$ cat src/hw/rtl/mi3_pkg.sv
// Package for the 3x3 matrix transpose / cofactor / adjugate / inverse unit.
// Holds widths, the mode codes, the channel and queue item types and saturation.
// No dependencies.
package mi3_pkg;

  localparam int EW   = 32;            // element width
  localparam int FB   = 16;            // fraction bits
  localparam int MW   = 2 * EW + 1;    // signed 2x2 minor width
  localparam int CW   = MW - FB;       // cofactor width after the fraction shift
  localparam int DETW = EW + MW + 2;   // exact determinant width
  localparam int DQW  = DETW - 2 * FB; // determinant width after its shift
  localparam int SATW = (DQW > MW + 1) ? DQW : MW + 1;
  localparam int QUEUE_DEPTH = 4;

  typedef enum logic [1:0] {
    MODE_TRN = 2'd0,
    MODE_COF = 2'd1,
    MODE_ADJ = 2'd2,
    MODE_INV = 2'd3
  } mode_t;

  typedef struct packed {
    mode_t mode;
    logic signed [EW-1:0] m00;
    logic signed [EW-1:0] m01;
    logic signed [EW-1:0] m02;
    logic signed [EW-1:0] m10;
    logic signed [EW-1:0] m11;
    logic signed [EW-1:0] m12;
    logic signed [EW-1:0] m20;
    logic signed [EW-1:0] m21;
    logic signed [EW-1:0] m22;
  } in_item_t;

  typedef struct packed {
    logic signed [EW-1:0] r00;
    logic signed [EW-1:0] r01;
    logic signed [EW-1:0] r02;
    logic signed [EW-1:0] r10;
    logic signed [EW-1:0] r11;
    logic signed [EW-1:0] r12;
    logic signed [EW-1:0] r20;
    logic signed [EW-1:0] r21;
    logic signed [EW-1:0] r22;
    logic signed [EW-1:0] det_value;
    logic                 singular;
    logic                 saturated;
  } out_item_t;

  // Classified item handed from the front part to the back part.
  typedef struct packed {
    mode_t                  mode;
    logic [8:0][EW-1:0]     m;
    logic [8:0][CW-1:0]     cq;
    logic [DQW-1:0]         detq;
  } fe_item_t;

  // Returns {clip, value} with value clipped to the signed element range.
  function automatic logic [EW:0] sat_elem(input logic [SATW-1:0] v);
    logic [SATW-EW:0] hi;
    hi = v[SATW-1:EW-1];
    if (&hi || ~|hi) return {1'b0, v[EW-1:0]};
    else if (v[SATW-1]) return {1'b1, 1'b1, {(EW-1){1'b0}}};
    else return {1'b1, 1'b0, {(EW-1){1'b1}}};
  endfunction

endpackage

$ cat src/hw/rtl/mi3_queue.sv
// Short queue between the front and back parts of the matrix unit.
// Register-based, first-word read from the head; depends on mi3_pkg.
module mi3_queue #(
  parameter int DEPTH = mi3_pkg::QUEUE_DEPTH
) (
  input  logic              clk,
  input  logic              rst_n,
  input  logic              wr_en,
  input  mi3_pkg::fe_item_t wr_data,
  output logic              full,
  input  logic              rd_en,
  output mi3_pkg::fe_item_t rd_data,
  output logic              empty
);
  import mi3_pkg::*;

  localparam int PW = (DEPTH > 1) ? $clog2(DEPTH) : 1;
  localparam int CNW = $clog2(DEPTH + 1);

  fe_item_t       mem_r [DEPTH];
  logic [PW-1:0]  wp_r, wp_nxt, rp_r, rp_nxt;
  logic [CNW-1:0] cnt_r, cnt_nxt;

  assign full    = (cnt_r == CNW'(DEPTH));
  assign empty   = (cnt_r == '0);
  assign rd_data = mem_r[rp_r];

  always_comb begin
    wp_nxt  = wp_r;
    rp_nxt  = rp_r;
    cnt_nxt = cnt_r;
    if (wr_en) wp_nxt = (wp_r == PW'(DEPTH - 1)) ? '0 : wp_r + 1'b1;
    if (rd_en) rp_nxt = (rp_r == PW'(DEPTH - 1)) ? '0 : rp_r + 1'b1;
    if (wr_en && !rd_en) cnt_nxt = cnt_r + 1'b1;
    else if (rd_en && !wr_en) cnt_nxt = cnt_r - 1'b1;
  end

  always_ff @(posedge clk) begin
    if (!rst_n) begin
      wp_r  <= '0;
      rp_r  <= '0;
      cnt_r <= '0;
    end else begin
      wp_r  <= wp_nxt;
      rp_r  <= rp_nxt;
      cnt_r <= cnt_nxt;
    end
  end

  always_ff @(posedge clk) begin
    if (wr_en) mem_r[wp_r] <= wr_data;
  end

endmodule

$ cat config.mk
export PLATFORM = sky130hd
export DESIGN_NAME = mi3_queue
export DESIGN_NICKNAME = d
export VERILOG_FILES = /design/src/hw/rtl/mi3_pkg.sv /design/src/hw/rtl/mi3_queue.sv
export SDC_FILE = /design/constraint.sdc
export NUM_CORES = 2
export LEC_CHECK = 0
export BUFFER_PORTS_ARGS = -buffer_cell sky130_fd_sc_hd__buf_2
export CAP_MARGIN = 20
export CELL_PAD_IN_SITES_DETAIL_PLACEMENT = 1
export CELL_PAD_IN_SITES_GLOBAL_PLACEMENT = 1
export CORE_AREA = 4 4 620 622
export CTS_CLUSTER_SIZE = 10
export DETAILED_ROUTE_END_ITERATION = 8
export DIE_AREA = 0 0 624 626
export PLACE_DENSITY = 0.56
export SYNTH_ARGS = -nofsm -noshare
export SYNTH_HDL_FRONTEND = slang
export SYNTH_SLANG_ARGS = --single-unit
export TNS_END_PERCENT = 1
$ cat constraint.sdc
create_clock -name clk -period 73.8 [get_ports clk]
set_clock_uncertainty 0.2 [all_clocks]
set_input_delay 14.76 -clock clk [delete_from_list [all_inputs] [get_ports clk]]
set_output_delay 14.76 -clock clk [all_outputs]
set_load 0.02 [all_outputs]
# --- Word-level counts from Yosys, hierarchy flattened ---
# Memories as Yosys holds them, arrays and structs flattened. A register that Yosys moved wholly into a read port is not among the register bits.
# Cells that the tools add are included.
op_classes:
  eq_ne: 3
  mux: 8
  addsub: 4
  n_reduce_logical: 6
op_table:
  columns: ["op", "count"]
  rows:
  - ["2-to-1 mux 2 bit", 4]
  - ["2-to-1 mux 3 bit", 2]
  - ["adder 2 x 1 -> 2 bit, second input constant", 2]
  - ["equality test 2 bit, second input constant", 2]
  - ["adder 3 x 1 -> 3 bit, second input constant", 1]
  - ["equality test 3 bit, second input constant", 1]
  - ["zero test 3 bit", 1]
  - ["subtractor 3 x 1 -> 3 bit, second input constant", 1]
  - ["logical AND 1 bit", 2]
  - ["zero test 1 bit", 2]
  - ["2-to-1 mux 1 bit", 2]
  - ["nonzero test 2 bit", 1]
totals:
  reg_bits: 7
  elab_cells: 25
  output_inout_bits: 800
  mem_count: 1
  ram_bits: 3192
  inputBits: 802
memory_table:
  columns: ["name", "words", "word_bits", "read_ports", "rd_clocked_by_memory_dff", "write_ports", "line_no", "text"]
  rows:
  - ["mem_r", 4, 798, 1, 1, 1, "mi3_queue.sv:20", "fe_item_t mem_r [DEPTH];"]

# --- Longest topological paths before layout ---
logic_depth:
  ltp_word: 4
  depth_mapped: 7
  ltp_nobuf: 7

# --- Least setup slack after synthesis ---
# OpenSTA, ideal clock, no wires.
synth_timing:
  kind: "in2reg"
  start: "input wr_en"
  end: "memory mem_r[0][0] (netlist bit) (enable)"
  arrival_ns: 32.626
  path_slack_ns: 39.706
  t_required_ns: 72.332
  cell_stages: 1
  setup_ns: 1.268
  path_cell_list: "and2_1"
synth_between:
  elab_chain_len: 2
synth_lines:
  columns: ["item", "line_no", "text"]
  rows:
  - ["start: declaration", "mi3_queue.sv:8", "input logic wr_en,"]
  - ["2-to-1 mux 1 bit", "mi3_queue.sv:51", "if (wr_en) mem_r[wp_r] <= wr_data;"]
  - ["2-to-1 mux 1 bit (not written as such)", "mi3_queue.sv:51", null]
  - ["end: declaration", "mi3_queue.sv:20", null]
# Every way passes these cells.

==> out/metrics.csv <==
metric,value,unit
outcome,"finished, final reports clean",
fin_util,36.99,%
die_width,624,µm
place_hpwl,244000,µm
hold_path.startpoint,cnt_r[2],
crit_required,58.84,ns
cpMostUsedCell,buf_4,
placementRows,226,
final_common_cell,edfxtp_1,
ir_drop,0.01924,mV
htreeDepth,5,
cp-end-kind,output port,
r2r_end,mem_r[1][697],
stdcell_count,11340,
critPathLaunchType,flip-flop,
clock_power_share,38.9,%
postCtsSetupBuffers,0,
via_per_inst,4.857,
layout_common_cells,"edfxtp_1 (3192), buf_2 (1601), mux4_2 (798), clkbuf_16 (375), buf_4 (78)",
ys_ff_latch,3201,
ys_types,23,
fin_crit,22.40,ns
worstRegToRegCells,9,
grt_overflow,0,
cp_max_fo,88,
pwr-share-comb,10.1,%
first_pass_iters,5,
report.final.slew_viol_count,0,
synth_nets,5021,
seq_power_share,50.9,%
arrival,7.44,ns
first_iter_violations,4740,
start_util,30.48,%
dp.cells,10740,
leakage,45.64,nW
worstHoldEndpoint,cnt_r[2],
gp_congestion,0.8372,
fmax,0.04464,GHz
hold-path-cell-count,2,
power.internal,3.150,mW
antenna_found_initial,319,
vias,55090,
drc,0,
cts_repair_resize_count,0,
powerDensity,29.56,mW/mm²
clk_path_buf_depth,4,
synth_cells,4212,
setup_viol,0,
synth_area_leader_cell,edfxtp_1,
switching_share,23.85,%
io-pin-count,1602,
port_buffers,1601,
synth_seq_area_share,83.28,%
core_area,0.3783,mm²
routed_wl,347300,µm
power,4.137,mW
p_sw,986.9,µW
yosysTopAreaCellShare,83.12,%
syn_avg_cell_area,27.38,µm²
hold_violations,0,
drive_above_1_share,46.78,%
max_cap_viol_count,0,
cts_tree,yes,
grt_usage,17.24,%
tns,0,ns
r2r_slack,66.88,ns
ys_warn_count,0,
path_cells,buf_4 -> buf_12 -> buf_4 -> buf_4 -> buf_12 -> buf_4 -> mux4_2 -> buf_2,
clk_pin_slew,0.05,ns
maxSlewHeadroom,31.18,%
cp_slowest_cell,dfxtp_4,
cts_buffers,371,
synthTopCellsByArea,"edfxtp_1 (83%), mux4_2 (16%), buf_2 (0.37%), buf_6 (0.25%), dfxtp_1 (0.16%)",
grt_max_degree,127,
setup_ws,51.40,ns
cts_sinks,3201,
grt_pass1_wl,476300,µm
path_class,reg2out,
worst_path_largest_cell_delay,0.85,ns
ant_nets,0,
r2r_start,wp_r[0],
area_delta_synth_final,21.36,%
dieArea,0.3906,mm²
fin_crit_sh,30.35,%
tightest_slew,1.032,ns
hold_buffers,0,
grt_pass1_vias,58200,
wl_per_cell,30.62,µm
clock_latency,0.87,ns
place_ws,52.00,ns
cts_root_buffer,clkbuf_16,
nets,6904,
rsz0062_at_grt,false,
fp.dieH,626,µm
hp-class,reg2reg,
netlist_area,0.1153,mm²
Yosys cell counts (all sizes together):
cell,n
a21boi,1
and2,5
buf,166
clkbuf,12
dfxtp,9
edfxtp,3192
fa,1
ha,6
inv,4
mux2i,4
mux4,798
nor2,1
nor2b,5
nor3,2
nor3b,1
o21a,1
o21ai,1
or3,1
xnor2,1
xor2,1
metrics by stage:
stage	hold slack (ns)	cell area (µm²)
2_1_floorplan	0.2724	115300
3_5_place_dp	0.3264	129400
5_1_grt	0.4113	139700
4_1_cts	0.3337	139600
3_3_place_gp	0.2919	129400
6_report	0.3354	139900
sequential cells by signal (all words and copies together) (netlist names), named ones only:
| name | flops |
|---|---|
| wp_r | 2 |
| cnt_r | 3 |
| rp_r | 2 |
| mem_r | 3192 |
worst max path at each step:
stage               depth (start not counted)  slack, ns      endpoint      start
global placement                            8      51.92  rd_data[456]  flip-flop
finish                                      8      51.40   rd_data[71]  flip-flop
CTS                                         8      50.98   rd_data[71]  flip-flop
floorplan                                   1      39.71   mem_r[0][0]      wr_en
global route                                8      50.43   rd_data[17]  flip-flop
detailed placement                          8      52.00   rd_data[71]  flip-flop
worst max-delay path: cells and delay by family (launching register included):
family                 cells  cell delay (ns)
buffers and inverters      7             4.53
DFF                        1             0.85
muxes                      1             0.63
layer usage:
layer | track usage, % | up-vias | wire, µm
met1 | 20.13 | 29450 | 124500
li1 | - | 22260 | -
met3 | 5.948 | 915 | 32070
met2 | 29.50 | 2320 | 174400
met5 | 0 | - | 920
met4 | 6.069 | 140 | 15370
power by group through the flow:
stage                     combinational, mW  sequential (mW)  clock [mW]
after detailed placement              0.430             2.14           0
after floorplan                       0.233             2.21           0
after CTS                             0.432             2.11        1.66
after global routing                  0.442             2.11        1.74
final                                 0.419             2.11        1.61
after global placement                0.428             2.14           0
final cells by class:
| class | instances | area, µm² |
|---|---|---|
| diodes | 120 | 300.3 |
| clock buffers | 430 | 9600 |
| clock inverters | 53 | 693.2 |
| fillers | 36490 | 238400 |
| inverters | 4 | 15.01 |
| multi-input cells | 829 | 18250 |
| flip-flops and latches | 3201 | 96040 |
| well taps | 5016 | 6276 |
| repair buffers | 1688 | 8778 |
logic make-up (layout without fill, tap and decap cells):
group	Yosys count	in the layout	share of synthesized area (%)
AOI/OAI and AO/OA	3	3	0.01736
xor gates and xnor gates	2	2	0.01519
adders and majority gates	7	7	0.08246
buffers and inverters	182	2175	0.9071
DFF	3201	3201	83.28
muxes	802	802	15.62
other	0	120	0
and+or+nand+nor	15	15	0.07813
(Power assumes the default switching activity.)
